--- config.mk ---
export PLATFORM = sky130hd
export DESIGN_NAME = scancode_to_ascii_decoder
export DESIGN_NICKNAME = d
export VERILOG_FILES = /design/src/design/s2a_pkg.sv /design/src/design/scancode_to_ascii_decoder.sv /design/src/design/s2a_front.sv /design/src/design/s2a_queue.sv /design/src/design/s2a_back.sv
export SDC_FILE = /design/constraint.sdc
export NUM_CORES = 1
export LEC_CHECK = 0
export ABC_AREA = 1
export BUFFER_PORTS_ARGS = -buffer_cell sky130_fd_sc_hd__buf_2
export CAP_MARGIN = 20
export CORE_UTILIZATION = 50
export CTS_BUF_LIST = sky130_fd_sc_hd__clkbuf_8
export DETAILED_ROUTE_END_ITERATION = 6
export PLACE_DENSITY = 0.76
export SLEW_MARGIN = 10
export SYNTH_ARGS = -nofsm -noshare
export SYNTH_HDL_FRONTEND = slang
export SYNTH_SLANG_ARGS = --single-unit
--- constraint.sdc ---
create_clock -name i_clk -period 7.9 [get_ports i_clk]
set_input_delay 0.79 -clock i_clk [delete_from_list [all_inputs] [get_ports i_clk]]
set_output_delay 0.79 -clock i_clk [all_outputs]
set_load 0.03 [all_outputs]
--- src/design/s2a_pkg.sv ---
package s2a_pkg;

    localparam int TABLE_ENTRIES = 88;
    localparam int TAB_ROWS      = 56;

    localparam logic [7:0] SC_PREFIX      = 8'hE0;
    localparam logic [7:0] SC_LSHIFT_MAKE = 8'h2A;
    localparam logic [7:0] SC_RSHIFT_MAKE = 8'h36;
    localparam logic [7:0] SC_LSHIFT_REL  = 8'hAA;
    localparam logic [7:0] SC_RSHIFT_REL  = 8'hB6;
    localparam logic [7:0] SC_CTRL_MAKE   = 8'h1D;
    localparam logic [7:0] SC_CTRL_REL    = 8'h9D;
    localparam logic [7:0] SC_KEY_L       = 8'h26;
    localparam logic [7:0] SC_KEY_A       = 8'h1E;
    localparam logic [7:0] SC_KEY_E       = 8'h12;
    localparam logic [7:0] SC_KEY_U       = 8'h16;
    localparam logic [7:0] SC_BACKSPACE   = 8'h0E;
    localparam logic [7:0] SC_TAB         = 8'h0F;
    localparam logic [7:0] SC_ENTER       = 8'h1C;
    localparam logic [7:0] SC_SPACE       = 8'h39;
    localparam logic [7:0] SC_UP          = 8'h48;
    localparam logic [7:0] SC_DOWN        = 8'h50;
    localparam logic [7:0] SC_LEFT        = 8'h4B;
    localparam logic [7:0] SC_RIGHT       = 8'h4D;
    localparam logic [7:0] SC_HOME        = 8'h47;
    localparam logic [7:0] SC_END         = 8'h4F;
    localparam logic [7:0] SC_DELETE      = 8'h53;
    localparam logic [7:0] SC_PAGE_UP     = 8'h49;
    localparam logic [7:0] SC_PAGE_DOWN   = 8'h51;

    localparam logic [6:0] CH_NONE  = 7'h00;
    localparam logic [6:0] CH_ESC   = 7'h1B;
    localparam logic [6:0] CH_BS    = 7'h08;
    localparam logic [6:0] CH_TAB   = 7'h09;
    localparam logic [6:0] CH_LF    = 7'h0A;
    localparam logic [6:0] CH_SPACE = 7'h20;
    localparam logic [6:0] CH_LOW_L = 7'h6C;
    localparam logic [6:0] CH_CTL_A = 7'h01;
    localparam logic [6:0] CH_CTL_E = 7'h05;
    localparam logic [6:0] CH_CTL_U = 7'h15;
    localparam logic [6:0] EXT_CLEAR = 7'h03;

    typedef struct packed {
        logic       esc;
        logic [6:0] code;
    } t_job;

    localparam logic [6:0] US_BASE [TAB_ROWS] = '{
        7'h00, 7'h00, 7'h31, 7'h32, 7'h33, 7'h34, 7'h35, 7'h36,
        7'h37, 7'h38, 7'h39, 7'h30, 7'h2D, 7'h3D, 7'h00, 7'h00,
        7'h71, 7'h77, 7'h65, 7'h72, 7'h74, 7'h79, 7'h75, 7'h69,
        7'h6F, 7'h70, 7'h5B, 7'h5D, 7'h00, 7'h00, 7'h61, 7'h73,
        7'h64, 7'h66, 7'h67, 7'h68, 7'h6A, 7'h6B, 7'h6C, 7'h3B,
        7'h27, 7'h60, 7'h00, 7'h5C, 7'h7A, 7'h78, 7'h63, 7'h76,
        7'h62, 7'h6E, 7'h6D, 7'h2C, 7'h2E, 7'h2F, 7'h00, 7'h2A
    };

    localparam logic [6:0] US_SHIFT [TAB_ROWS] = '{
        7'h00, 7'h00, 7'h21, 7'h40, 7'h23, 7'h24, 7'h25, 7'h5E,
        7'h26, 7'h2A, 7'h28, 7'h29, 7'h5F, 7'h2B, 7'h00, 7'h00,
        7'h51, 7'h57, 7'h45, 7'h52, 7'h54, 7'h59, 7'h55, 7'h49,
        7'h4F, 7'h50, 7'h7B, 7'h7D, 7'h00, 7'h00, 7'h41, 7'h53,
        7'h44, 7'h46, 7'h47, 7'h48, 7'h4A, 7'h4B, 7'h4C, 7'h3A,
        7'h22, 7'h7E, 7'h00, 7'h7C, 7'h5A, 7'h58, 7'h43, 7'h56,
        7'h42, 7'h4E, 7'h4D, 7'h3C, 7'h3E, 7'h3F, 7'h00, 7'h2A
    };

    localparam logic [6:0] LA_BASE [TAB_ROWS] = '{
        7'h00, 7'h00, 7'h31, 7'h32, 7'h33, 7'h34, 7'h35, 7'h36,
        7'h37, 7'h38, 7'h39, 7'h30, 7'h27, 7'h00, 7'h00, 7'h00,
        7'h71, 7'h77, 7'h65, 7'h72, 7'h74, 7'h79, 7'h75, 7'h69,
        7'h6F, 7'h70, 7'h27, 7'h2B, 7'h00, 7'h00, 7'h61, 7'h73,
        7'h64, 7'h66, 7'h67, 7'h68, 7'h6A, 7'h6B, 7'h6C, 7'h3B,
        7'h27, 7'h7C, 7'h00, 7'h7D, 7'h7A, 7'h78, 7'h63, 7'h76,
        7'h62, 7'h6E, 7'h6D, 7'h2C, 7'h2E, 7'h2D, 7'h00, 7'h2A
    };

    localparam logic [6:0] LA_SHIFT [TAB_ROWS] = '{
        7'h00, 7'h00, 7'h21, 7'h22, 7'h23, 7'h24, 7'h25, 7'h26,
        7'h2F, 7'h28, 7'h29, 7'h3D, 7'h3F, 7'h21, 7'h00, 7'h00,
        7'h51, 7'h57, 7'h45, 7'h52, 7'h54, 7'h59, 7'h55, 7'h49,
        7'h4F, 7'h50, 7'h22, 7'h2A, 7'h00, 7'h00, 7'h41, 7'h53,
        7'h44, 7'h46, 7'h47, 7'h48, 7'h4A, 7'h4B, 7'h4C, 7'h3A,
        7'h22, 7'h7E, 7'h00, 7'h7C, 7'h5A, 7'h58, 7'h43, 7'h56,
        7'h42, 7'h4E, 7'h4D, 7'h3C, 7'h3E, 7'h5F, 7'h00, 7'h2A
    };

    function automatic logic [6:0] f_table(input logic layout, input logic shift,
                                           input logic [7:0] sc);
        logic [5:0] idx;
        logic [6:0] ch;
        idx = sc[5:0];
        ch  = CH_NONE;
        if ((32'(sc) < TABLE_ENTRIES) && (32'(sc) < TAB_ROWS)) begin
            case ({layout, shift})
                2'b00:   ch = US_BASE[idx];
                2'b01:   ch = US_SHIFT[idx];
                2'b10:   ch = LA_BASE[idx];
                default: ch = LA_SHIFT[idx];
            endcase
        end
        return ch;
    endfunction

    function automatic logic [6:0] f_ext_code(input logic [7:0] sc);
        logic [6:0] c;
        case (sc)
            SC_UP:        c = 7'h04;
            SC_DOWN:      c = 7'h05;
            SC_LEFT:      c = 7'h06;
            SC_RIGHT:     c = 7'h07;
            SC_HOME:      c = 7'h08;
            SC_END:       c = 7'h09;
            SC_DELETE:    c = 7'h0A;
            SC_PAGE_UP:   c = 7'h01;
            SC_PAGE_DOWN: c = 7'h02;
            default:      c = CH_NONE;
        endcase
        return c;
    endfunction

endpackage

--- src/design/scancode_to_ascii_decoder.sv ---
// Channel   Valid     Stall     Payload
// input     i_valid   o_stall   i_scancode
// output    o_valid   i_stall   o_char_byte, o_last_of_run
// config    i_layout_select_we  i_layout_select
//
// A scancode is classified in the cycle of its transfer and its job enters a two-entry queue.
// The output register sends one byte a cycle unless the receiver stalls, so an escape pair
// is sent as two bytes and any other key as one; a scancode yielding nothing queues no job.
// The first byte passes the queue memory and then the output register before it appears.
// Reset is synchronous and clears the flags, layout choice, queue count and output valid.
// Input stalls only while the queue is full; output stalls hold the byte in place.
module scancode_to_ascii_decoder (
    input  logic       i_clk,
    input  logic       i_rst_n,
    input  logic       i_valid,
    output logic       o_stall,
    input  logic [7:0] i_scancode,
    output logic       o_valid,
    input  logic       i_stall,
    output logic [6:0] o_char_byte,
    output logic       o_last_of_run,
    input  logic       i_layout_select_we,
    input  logic       i_layout_select
);
    import s2a_pkg::*;

    logic full, empty, push, pop, accept;
    t_job front_job, queue_job;

    assign o_stall = full;
    assign accept  = i_valid && !full;

    s2a_front u_front (
        .i_clk              (i_clk),
        .i_rst_n            (i_rst_n),
        .i_valid            (accept),
        .i_scancode         (i_scancode),
        .i_layout_select_we (i_layout_select_we),
        .i_layout_select    (i_layout_select),
        .o_push             (push),
        .o_job              (front_job)
    );

    s2a_queue u_queue (
        .i_clk   (i_clk),
        .i_rst_n (i_rst_n),
        .i_push  (push),
        .i_job   (front_job),
        .o_full  (full),
        .i_pop   (pop),
        .o_empty (empty),
        .o_job   (queue_job)
    );

    s2a_back u_back (
        .i_clk         (i_clk),
        .i_rst_n       (i_rst_n),
        .i_empty       (empty),
        .i_job         (queue_job),
        .o_pop         (pop),
        .o_valid       (o_valid),
        .i_stall       (i_stall),
        .o_char_byte   (o_char_byte),
        .o_last_of_run (o_last_of_run)
    );

endmodule

--- src/design/s2a_front.sv ---
module s2a_front (
    input  logic          i_clk,
    input  logic          i_rst_n,
    input  logic          i_valid,
    input  logic [7:0]    i_scancode,
    input  logic          i_layout_select_we,
    input  logic          i_layout_select,
    output logic          o_push,
    output s2a_pkg::t_job o_job
);
    import s2a_pkg::*;

    logic r_layout, r_prefix, r_shift, r_ctrl;
    logic n_prefix, n_shift, n_ctrl;
    t_job job;

    always_comb begin
        n_prefix = r_prefix;
        n_shift  = r_shift;
        n_ctrl   = r_ctrl;
        job      = '{esc: 1'b0, code: CH_NONE};
        if (i_scancode == SC_PREFIX) begin
            n_prefix = 1'b1;
        end else if (r_prefix) begin
            n_prefix = 1'b0;
            if (!i_scancode[7]) begin
                job = '{esc: 1'b1, code: f_ext_code(i_scancode)};
            end
        end else begin
            if (i_scancode == SC_LSHIFT_MAKE || i_scancode == SC_RSHIFT_MAKE) begin
                n_shift = 1'b1;
            end else if (i_scancode == SC_LSHIFT_REL || i_scancode == SC_RSHIFT_REL) begin
                n_shift = 1'b0;
            end else if (i_scancode == SC_CTRL_REL) begin
                n_ctrl = 1'b0;
            end
            if (!i_scancode[7]) begin
                case (i_scancode)
                    SC_BACKSPACE: job.code = CH_BS;
                    SC_TAB:       job.code = CH_TAB;
                    SC_ENTER:     job.code = CH_LF;
                    SC_SPACE:     job.code = CH_SPACE;
                    SC_CTRL_MAKE: n_ctrl = 1'b1;
                    SC_KEY_L: begin
                        if (r_ctrl) begin
                            n_ctrl = 1'b0;
                            job    = '{esc: 1'b1, code: EXT_CLEAR};
                        end else begin
                            job.code = CH_LOW_L;
                        end
                    end
                    SC_KEY_A: job.code = r_ctrl ? CH_CTL_A
                                                : f_table(r_layout, r_shift, i_scancode);
                    SC_KEY_E: job.code = r_ctrl ? CH_CTL_E
                                                : f_table(r_layout, r_shift, i_scancode);
                    SC_KEY_U: job.code = r_ctrl ? CH_CTL_U
                                                : f_table(r_layout, r_shift, i_scancode);
                    default:  job.code = f_table(r_layout, r_shift, i_scancode);
                endcase
            end
        end
    end

    assign o_push = i_valid && (job.code != CH_NONE);
    assign o_job  = job;

    always_ff @(posedge i_clk) begin
        if (!i_rst_n) begin
            r_layout <= 1'b0;
            r_prefix <= 1'b0;
            r_shift  <= 1'b0;
            r_ctrl   <= 1'b0;
        end else begin
            if (i_layout_select_we) begin
                r_layout <= i_layout_select;
            end
            if (i_valid) begin
                r_prefix <= n_prefix;
                r_shift  <= n_shift;
                r_ctrl   <= n_ctrl;
            end
        end
    end

endmodule

--- src/design/s2a_queue.sv ---
module s2a_queue (
    input  logic          i_clk,
    input  logic          i_rst_n,
    input  logic          i_push,
    input  s2a_pkg::t_job i_job,
    output logic          o_full,
    input  logic          i_pop,
    output logic          o_empty,
    output s2a_pkg::t_job o_job
);
    import s2a_pkg::*;

    t_job       r_mem [2];
    logic       r_wr_ptr, r_rd_ptr;
    logic [1:0] r_count;

    assign o_full  = (r_count == 2'd2);
    assign o_empty = (r_count == 2'd0);
    assign o_job   = r_mem[r_rd_ptr];

    always_ff @(posedge i_clk) begin
        if (i_push) begin
            r_mem[r_wr_ptr] <= i_job;
        end
    end

    always_ff @(posedge i_clk) begin
        if (!i_rst_n) begin
            r_wr_ptr <= 1'b0;
            r_rd_ptr <= 1'b0;
            r_count  <= 2'd0;
        end else begin
            if (i_push) begin
                r_wr_ptr <= ~r_wr_ptr;
            end
            if (i_pop) begin
                r_rd_ptr <= ~r_rd_ptr;
            end
            case ({i_push, i_pop})
                2'b10:   r_count <= r_count + 2'd1;
                2'b01:   r_count <= r_count - 2'd1;
                default: r_count <= r_count;
            endcase
        end
    end

endmodule

--- src/design/s2a_back.sv ---
module s2a_back (
    input  logic          i_clk,
    input  logic          i_rst_n,
    input  logic          i_empty,
    input  s2a_pkg::t_job i_job,
    output logic          o_pop,
    output logic          o_valid,
    input  logic          i_stall,
    output logic [6:0]    o_char_byte,
    output logic          o_last_of_run
);
    import s2a_pkg::*;

    logic       r_valid, r_pend;
    logic [6:0] r_char, r_pend_code;
    logic       r_last;
    logic       load;

    assign load  = !r_valid || !i_stall;
    assign o_pop = load && !r_pend && !i_empty;

    always_ff @(posedge i_clk) begin
        if (!i_rst_n) begin
            r_valid <= 1'b0;
            r_pend  <= 1'b0;
        end else if (load) begin
            if (r_pend) begin
                r_valid <= 1'b1;
                r_pend  <= 1'b0;
            end else begin
                r_valid <= !i_empty;
                r_pend  <= !i_empty && i_job.esc;
            end
        end
    end

    always_ff @(posedge i_clk) begin
        if (load) begin
            if (r_pend) begin
                r_char <= r_pend_code;
                r_last <= 1'b1;
            end else begin
                r_char      <= i_job.esc ? CH_ESC : i_job.code;
                r_last      <= !i_job.esc;
                r_pend_code <= i_job.code;
            end
        end
    end

    assign o_valid       = r_valid;
    assign o_char_byte   = r_char;
    assign o_last_of_run = r_last;

endmodule

==> impl_metrics.yaml, run 1 <==
status:
  status: "completed"
sta:
  fmax_mhz: 251
  rsz0062_at_grt: "false"
  min_period_ns: 3.98
  max_slew_margin_pct: 48.8
  setup_violations: 0
  post-route-period-util_pct: 50.4
  clock_skew_ns: 0.0150
  holdWs_ns: 0.451
  hold_viol: 0
  worst_pin_slew_ns: 0.767
  final-max-slew-violation-count: 0
  setup_tns_ns: 0
clocking:
  clkLatencyLatePin_ns: 0.31
  cts_hold_buffers: 0
  numCtsBuffers: 5
  cts_setup_buffers: 0
  htreeDepth: 2
  cts_sinks: 42
  cts.repair.resized: 0
  clk_pin_slew_ns: 0.08
  cts_tree: "done"
  cts_buffer_depth: 2
  root_buffer: "clkbuf_8"
global_route:
  globalRoute.totalOverflow: 0
  track_usage_pct: 32.7
  grt_pass1_vias: 3574
  antenna_found_initial: 0
  grt_max_degree: 38
  grt_pass1_wl_mm: 19.1
power:
  clkPwrFrac_pct: 17.0
  cellPowerDensity_nw_per_um2: 209
  internal-power_uw: 483
  vdd_ir_drop_max_uv: 93.2
  p_comb_share_pct: 40.5
  p_leak_uw: 0.00197
  swShare_pct: 41.9
  power_frac_seq_pct: 42.5
  power_switching_uw: 349
final_layout:
  fin_cells: 705
  diodes: 0
  n_fill_cell: 777
  finalCoreUtilization_pct: 54.9
  nNetsFinal: 632
  area_growth_pct: 5.81
  drive_gt1_share_pct: 11.4
synth:
  yosysTopAreaCellShare_pct: 24.7
  synth_top_cells_by_count: "nand2_1, nor2_1, nand3_1, inv_1, a21oi_1"
  synth.avg_cell_area_um2: 6.35
  postSynth.asyncResetShare_pct: 0
  ys_seq_area_share_pct: 30.6
  syn_inst: 593
  synth_nets: 620
  yosysWarnings: 0
  ys_types: 42
  synth_seq_cells: 42
  yosysMostFrequentCell: "nand2_1"
  synthFlopType: "edfxtp_1"
  synth_enable_flop_cells: 31
  yosys.area.top_type: "edfxtp_1"
  synth.area.top_cells: "edfxtp_1, nand2_1, nand3_1"
  synth_area_um2: 3770
routing:
  first_pass_iters: 5
  num_vias: 4118
  wire_per_inst_um: 17.6
  drt_iter0_drc: 435
  wirelength_mm: 12.4
  route.detailed.drc: 0
  viasPerCell: 5.84
  postRouteAntennaNets: 0
setup_path:
  critPathLaunchType: "input port"
  r2r_cells: 16
  cp_cell_sequence: "buf_2 -> inv_1 -> nand3_1 -> nand2_1 -> a21oi_1 -> nand2_1 -> nand2_1 -> nand2_1 -> nand3_1 -> nand2_1 -> a21oi_1 -> nor2_2 -> nand3_2 -> nand2_1 -> nor2_1"
  slowest_stage: "inv_1"
  cp.required_ns: 7.83
  timing.rr.end: "u_queue.r_count[1]"
  path_class: "in2reg"
  slowest_delay_ns: 0.58
  arrival_ns: 3.91
  r2r_slack_ns: 4.70
  crit_top_cell: "nand2_1"
  crit_path_max_fanout: 37
  reg2reg_from: "u_front.r_layout"
  end_kind: "register"
job:
  maxCapViolCount: 0
worst_hold_path:
  hold_class: "reg2reg"
  hold_depth: 1
  hp-start: "u_queue.r_rd_ptr"
die:
  initial_core_util_pct: 51.9
  fp.dieArea_um2: 7880
  pin_count: 24
  fp.dieW_um: 88.8
  num_rows: 31
  die_h_um: 88.8
  core-area_um2: 7250
place:
  place_inst: 697
  place_congestion: 1.02
  io_buffers: 23
  hpwl_mm: 9.50
==> per-layer routing <==
metal / wire (µm) / vias to the layer above / GRT usage [%]
met5: 0 / - / 0
met4: 580 / 0 / 16.7
met3: 956 / 46 / 2.71
met2: 5980 / 230 / 56.9
met1: 4860 / 1889 / 40.6
li1: - / 1953 / -
==> cell families (layout without fill, tap and decap cells) <==
family                   after synthesis  count (layout)  synth area share, %
AO/OA/AOI/OAI                         84              84                 12.5
XOR/XNOR                               1               1                0.233
adder cells (fa/ha/maj)               13              13                 4.32
buffers and inverters                 80              93                 9.27
flip-flops                            42              42                 30.6
multiplexers                           1               1                0.266
AND/OR/NAND/NOR                      372             372                 42.9
==> flip-flops by register name (all words and copies together) (netlist names), named ones only <==
| register | count |
|---|---|
| u_back.r_pend | 1 |
| u_front.r_shift | 1 |
| u_front.r_layout | 1 |
| u_queue.r_rd_ptr | 1 |
| u_front.r_ctrl | 1 |
| u_queue.r_count | 2 |
| u_back.o_char_byte | 7 |
| u_back.r_pend_code | 7 |
| u_queue.r_mem | 16 |
| u_back.o_last_of_run | 1 |
| u_queue.r_wr_ptr | 1 |
| u_back.o_valid | 1 |
| u_front.r_prefix | 1 |
==> through the flow <==
step	power, µW	area, µm²	setup WS (ns)
after floorplan	596	3770	4.81
after global placement	685	3890	3.68
after detailed placement	689	3890	3.67
after CTS	827	3990	4.00
after global routing	881	3990	3.67
final	831	3990	3.92
==> cell usage in the layout, fill, tap and decap left out, types with 2 or more instances in the layout <==
master / Yosys / final
a21oi_1: 38 / 38
a22o_1: 3 / 3
a31oi_1: 3 / 3
buf_2: 10 / 23
clkbuf_8: 0 / 5
dfxtp_1: 11 / 11
edfxtp_1: 31 / 31
ha_1: 13 / 13
inv_1: 55 / 55
inv_2: 5 / 5
nand2_1: 210 / 210
nand2_2: 7 / 7
nand2_4: 4 / 4
nand3_1: 57 / 57
nand3_2: 3 / 3
nand4_1: 3 / 3
nor2_1: 64 / 64
nor2_2: 8 / 8
nor2_4: 2 / 2
nor3_1: 3 / 3
o211ai_1: 5 / 5
o21ai_0: 25 / 25
o21ai_1: 2 / 2
o31ai_1: 2 / 2
or2_2: 6 / 6
==> final cells by class <==
| type | count | area (µm²) | share of cell area (%) |
|---|---|---|---|
| clock buffers | 5 | 68.8 | 1.73 |
| clock inverters | 3 | 25.0 | 0.628 |
| inverters | 62 | 235 | 5.90 |
| multi-input cells | 471 | 2270 | 56.9 |
| flip-flops and latches | 42 | 1150 | 28.9 |
| well taps | 99 | 124 | 3.11 |
| repair buffers | 23 | 115 | 2.89 |
==> how the worst max path moves through the flow <==
stage	startpoint	depth (start not counted)	end	slack, ns
finish	i_scancode[3]	15	u_queue.r_mem[0][5]	3.92
global route	i_scancode[3]	15	u_queue.r_mem[0][5]	3.67
CTS	i_scancode[3]	15	u_queue.r_mem[0][5]	4.00
detailed placement	i_scancode[3]	15	u_queue.r_mem[0][5]	3.67
global placement	i_scancode[3]	15	u_queue.r_mem[0][2]	3.68
floorplan	i_scancode[1]	20	u_queue.r_count[1]	4.81
==> critical path: cells and delay by family <==
| kind | cells | cell delay, ns |
|---|---|---|
| and+or+nand+nor | 11 | 1.49 |
| buffers and inverters | 2 | 1.15 |
| AOI/OAI and AO/OA | 2 | 0.44 |
==> power groups by stage <==
stage | Clock (µW) | Sequential (µW) | Combinational, µW
floorplan | 0 | 388 | 208
CTS | 142 | 353 | 333
global placement | 0 | 356 | 329
finish | 141 | 353 | 337
detailed placement | 0 | 358 | 331
global route | 150 | 362 | 369
No activity file was read; power rests on OpenSTA's default activity.
==> run 2, diff against run 1 <==
--- a/config.mk
+++ b/config.mk
@@ -11,7 +11,7 @@
 export CORE_UTILIZATION = 50
 export CTS_BUF_LIST = sky130_fd_sc_hd__clkbuf_8
 export DETAILED_ROUTE_END_ITERATION = 6
-export PLACE_DENSITY = 0.76
+export PLACE_DENSITY = 0.78
 export SLEW_MARGIN = 10
 export SYNTH_ARGS = -nofsm -noshare
 export SYNTH_HDL_FRONTEND = slang
==> constraint.sdc (replaced) <==
create_clock -name i_clk -period 3.4 [get_ports i_clk]
set_input_delay 0.34 -clock i_clk [delete_from_list [all_inputs] [get_ports i_clk]]
set_output_delay 0.34 -clock i_clk [all_outputs]
set_load 0.03 [all_outputs]
==> run 2 against run 1 <==
  * Flip-flop and latch count stayed put
  * Largest power group unchanged
  * Clock power grew to 2.8 times the previous value
  * Non-clock buffer count is 23 higher
  * Combinational power increased by 140%
  * Critical path type is now reg2reg
==> impl_metrics.yaml, run 2 (same netlist as run 1, synthesis figures left out) <==
status:
  status: "completed"
setup_path:
  crit_end: "u_queue.r_count[1]"
  cp_cell_sequence: "inv_1 -> nor2_1 -> inv_1 -> a21oi_1 -> nand3_1 -> nand3_1 -> nand2_1 -> a21oi_1 -> nor2_2 -> nand3_2 -> nand2_1 -> ha_1 -> nor3b_1 -> o21ai_0 -> a21oi_1"
  timing.rr.end: "u_queue.r_count[1]"
  critPathTopFamily: "simple AND/OR/NAND/NOR gates"
  path_depth: 15
  r2r_slack_ns: 0.44
  slowest_stage: "dfxtp_1"
  crit_top_cell: "a21oi_1"
  reg2reg_from: "u_front.r_shift"
  crit_path_max_fanout: 6
  startpoint: "u_front.r_shift"
  path_class: "reg2reg"
  arrival_ns: 3.19
  cp.required_ns: 3.63
  worst-path-buf-inv: 2
  slowest_delay_ns: 0.50
  end_kind: "register"
  r2r_cells: 15
  critPathLaunchType: "register"
global_route:
  track_usage_pct: 33.2
  grt_pass1_wl_mm: 19.4
  globalRoute.totalOverflow: 0
  grt_max_degree: 23
  grt_pass1_vias: 3854
  antenna_found_initial: 0
power:
  vdd_ir_drop_max_uv: 212
  cellPowerDensity_nw_per_um2: 487
  fin_total_pwr_uw: 2040
  p_leak_uw: 0.00210
place:
  io_buffers: 23
  place_congestion: 1.02
  hpwl_mm: 9.92
sta:
  fmax_mhz: 338
  setup_violations: 0
  worst_pin_slew_ns: 0.666
  setup_tns_ns: 0
  min_period_ns: 2.96
  clock_skew_ns: 0.00633
  hold_viol: 0
  post-route-period-util_pct: 87.0
  holdWs_ns: 0.279
  rsz0062_at_grt: "false"
  max_slew_margin_pct: 55.4
  final-max-slew-violation-count: 0
die:
  pin_count: 24
  fp.dieArea_um2: 7880
  core-area_um2: 7250
  fp.dieW_um: 88.8
  initial_core_util_pct: 51.9
  die_h_um: 88.8
  num_rows: 31
routing:
  viasPerCell: 5.70
  wire_per_inst_um: 17.2
  drt_iter0_drc: 315
  num_vias: 4148
  first_pass_iters: 6
  postRouteAntennaNets: 0
  route.detailed.drc: 0
  wirelength_mm: 12.5
final_layout:
  regMostFlops: "u_queue.r_mem"
  final_cell_mix: "nand2_1, nor2_1, nand3_1"
  n_fill_cell: 722
  largest_register_ff_count: 16
  nNetsFinal: 655
  layout_commonest_cell: "nand2_1"
  diodes: 0
  area_growth_pct: 10.9
  drive_gt1_share_pct: 14.6
clocking:
  clkLatencyLatePin_ns: 0.29
  cts_buffer_depth: 2
  numCtsBuffers: 5
  clk_pin_slew_ns: 0.08
  cts_tree: "done"
  htreeDepth: 2
  root_buffer: "clkbuf_8"
  cts_sinks: 42
  cts_setup_buffers: 0
  cts.repair.resized: 0
  cts_hold_buffers: 0
worst_hold_path:
  hold_class: "in2reg"
job:
  maxCapViolCount: 0
-- run 2: cell count changes in the layout (fill, tap and decap cells not counted), sizes merged --
cell,change
buf,+23
bufinv,+1
clkinvlp,-1
-- run 2: how the worst min path moves through the flow --
| stage | start | end | cells past startpoint |
|---|---|---|---|
| after global routing | i_layout_select | u_front.r_layout | 3 |
| after floorplan | u_queue.r_rd_ptr | register | 1 |
| final | i_layout_select | u_front.r_layout | 3 |
| after global placement | u_queue.r_rd_ptr | u_queue.r_rd_ptr | 1 |
| after detailed placement | u_queue.r_rd_ptr | register | 1 |
| after CTS | i_layout_select | u_front.r_layout | 3 |
-- run 2: power by group --
part	total, µW	internal [µW]	switching [µW]
clock network	390	220	170
logic	818	257	561
registers	828	750	78.1
-- run 2: metal layers --
| metal | vias up | track usage [%] | part of all wire [%] |
|---|---|---|---|
| met4 | 0 | 18.5 | 5.4 |
| met1 | 1892 | 38.0 | 38 |
| met3 | 49 | 4.01 | 6.7 |
| li1 | 1994 | - | - |
| met5 | - | 0 | 0 |
| met2 | 213 | 59.7 | 50 |
-- run 2: per-stage QoR --
step	util (%)	setup slack, ns	cells	cell area, µm²
final	57.6	0.440	728	4180
after global routing	57.6	0.220	728	4180
after CTS	57.6	0.477	728	4180
after detailed placement	56.0	0.171	720	4060
after global placement	56.0	0.220	720	4060
after floorplan	-	0.756	593	3770
-- run 2: cell type report --
class                      instances  area [µm²]  share of cell area (%)
multi-input combinational        471        2270                    54.3
sequential                        42        1150                    27.6
timing repair buffer              46         288                    6.89
inverter                          62         235                    5.63
tap                               99         124                    2.97
clock buffer                       5        68.8                    1.65
clock inverter                     3        43.8                    1.05
-- run 2: worst reg2reg max path, delay by kind of cell (launching register included) --
family / cells / cell delay [ns]
AO/OA/AOI/OAI: 4 / 0.64
adder cells (fa/ha/maj): 1 / 0.29
buffers and inverters: 2 / 0.28
flip-flops: 1 / 0.50
AND/OR/NAND/NOR: 8 / 1.18
==> run 3, diff against run 2 <==
--- a/config.mk
+++ b/config.mk
@@ -11,7 +11,7 @@
 export CORE_UTILIZATION = 50
 export CTS_BUF_LIST = sky130_fd_sc_hd__clkbuf_8
 export DETAILED_ROUTE_END_ITERATION = 6
-export PLACE_DENSITY = 0.78
+export PLACE_DENSITY = 0.76
 export SLEW_MARGIN = 10
 export SYNTH_ARGS = -nofsm -noshare
 export SYNTH_HDL_FRONTEND = slang
==> constraint.sdc (replaced) <==
create_clock -name i_clk -period 3 [get_ports i_clk]
set_input_delay 0.3 -clock i_clk [delete_from_list [all_inputs] [get_ports i_clk]]
set_output_delay 0.3 -clock i_clk [all_outputs]
set_load 0.03 [all_outputs]
==> run 3 against run 2 <==
  * Clock power shrank 9.2%
  * Flip-flop and latch count unchanged
  * Via count rose by 4.4%
  * First-iteration DRC count decreased by 17%
  * Cell count rose by 5.5%
  * Register-to-register slack worse by 0.19 ns
  * Sequential power rose by 13%
  * Critical path depth grew 7
  * Non-clock buffer count up 40
  * Largest cell class unchanged
==> impl_metrics.yaml, run 3 (same netlist as run 1, synthesis figures left out) <==
setup_path:
  critPathLaunchType: "input port"
  end_kind: "register"
  r2r_slack_ns: 0.25
  cp.required_ns: 3.22
  arrival_ns: 3.03
  path_class: "in2reg"
  crit_path_max_fanout: 5
worst_hold_path:
  hold_class: "in2reg"
routing:
  wirelength_mm: 13.1
  num_vias: 4332
  route.detailed.drc: 0
  drt_iter0_drc: 260
  postRouteAntennaNets: 0
  viasPerCell: 5.64
  wire_per_inst_um: 17.1
  first_pass_iters: 7
final_layout:
  drive_gt1_share_pct: 19.9
  nNetsFinal: 695
  regMostFlops: "u_queue.r_mem"
  area_growth_pct: 19.7
  diodes: 0
  n_fill_cell: 699
  final_cell_mix: "nand2_1, nor2_1, buf_4"
  finalCoreUtilization_pct: 62.2
  layout_commonest_cell: "nand2_1"
  largest_register_ff_count: 16
die:
  pin_count: 24
  fp.dieW_um: 88.8
  die_h_um: 88.8
  initial_core_util_pct: 51.9
  fp.dieArea_um2: 7880
  num_rows: 31
  core-area_um2: 7250
status:
  status: "completed"
global_route:
  grt_pass1_vias: 4062
  globalRoute.totalOverflow: 0
  grt_pass1_wl_mm: 20.4
  track_usage_pct: 34.9
  antenna_found_initial: 0
  grt_max_degree: 23
sta:
  min_period_ns: 2.81
  hold_viol: 0
  final-max-slew-violation-count: 0
  fmax_mhz: 356
  worst_pin_slew_ns: 0.645
  rsz0062_at_grt: "false"
  clock_skew_ns: 0.00609
  holdWs_ns: 0.233
  max_slew_margin_pct: 56.8
  setup_violations: 0
  post-route-period-util_pct: 93.7
power:
  cellPowerDensity_nw_per_um2: 507
  p_leak_uw: 0.00230
  vdd_ir_drop_max_uv: 225
clocking:
  root_buffer: "clkbuf_8"
  clkLatencyLatePin_ns: 0.29
  htreeDepth: 2
  clk_pin_slew_ns: 0.08
  cts_tree: "done"
  cts_hold_buffers: 0
  cts.repair.resized: 0
  cts_sinks: 42
  cts_buffer_depth: 2
  cts_setup_buffers: 0
  numCtsBuffers: 5
place:
  place_congestion: 1.12
  io_buffers: 23
  hpwl_mm: 10.6
job:
  maxCapViolCount: 0
-- run 3: final timing paths --
| kind | start | end | cells after the start |
|---|---|---|---|
| worst max-delay path | i_scancode[1] | u_queue.r_count[1] | 22 |
| worst min-delay path | i_layout_select | u_front.r_layout | 3 |
| worst max register to register | u_front.r_layout | u_queue.r_count[1] | 20 |
| worst min register to register | u_queue.r_rd_ptr | u_queue.r_rd_ptr | 1 |
-- run 3: cell type report --
type / count / area [µm²] / area share, %
Sequential cell: 42 / 1150 / 25.5
Tap cell: 99 / 124 / 2.75
Clock buffer: 5 / 68.8 / 1.53
Clock inverter: 3 / 17.5 / 0.389
Inverter: 62 / 235 / 5.22
Timing Repair Buffer: 86 / 638 / 14.2
Multi-Input combinational cell: 471 / 2270 / 50.4
-- run 3: per-layer routing --
metal | GRT usage (%) | vias up | part of all wire, %
li1 | - | 2083 | -
met1 | 40.1 | 1986 | 39
met2 | 61.5 | 206 | 49
met3 | 4.20 | 57 | 6.0
met4 | 22.0 | 0 | 5.8
met5 | 0 | - | 0
-- run 3: where the power goes --
part	internal (µW)	switching [µW]
registers	850	83.4
clock network	161	193
logic	343	654
total	1350	931
-- run 3: through the flow --
step | instance area (µm²) | TNS, ns | cells | total power, µW | setup WS (ns)
6_report | 4510 | 0 | 768 | 2280 | 0.189
5_1_grt | 4510 | 0 | 768 | 2440 | 0.0128
4_1_cts | 4500 | 0 | 768 | 2270 | 0.0969
3_5_place_dp | 4410 | -0.466 | 760 | 1920 | -0.192
3_3_place_gp | 4410 | -0.128 | 760 | 1880 | -0.113
2_1_floorplan | 3770 | 0 | 593 | 1570 | 0.396
-- run 3: critical path, stage by stage --
cell	delay (ns)
buf_2	0.13
inv_1	0.09
ha_1	0.34
inv_1	0.08
nand2_2	0.13
nand2_1	0.06
nand2_1	0.11
nand3_1	0.09
nor2_1	0.19
nor2_1	0.09
nor2_1	0.12
nand2_1	0.10
nand2_1	0.09
nand2_2	0.06
nand2_1	0.08
nor2_2	0.04
nand3_2	0.10
nand2_1	0.08
ha_1	0.31
nor3b_2	0.21
o21ai_0	0.10
a21oi_1	0.12
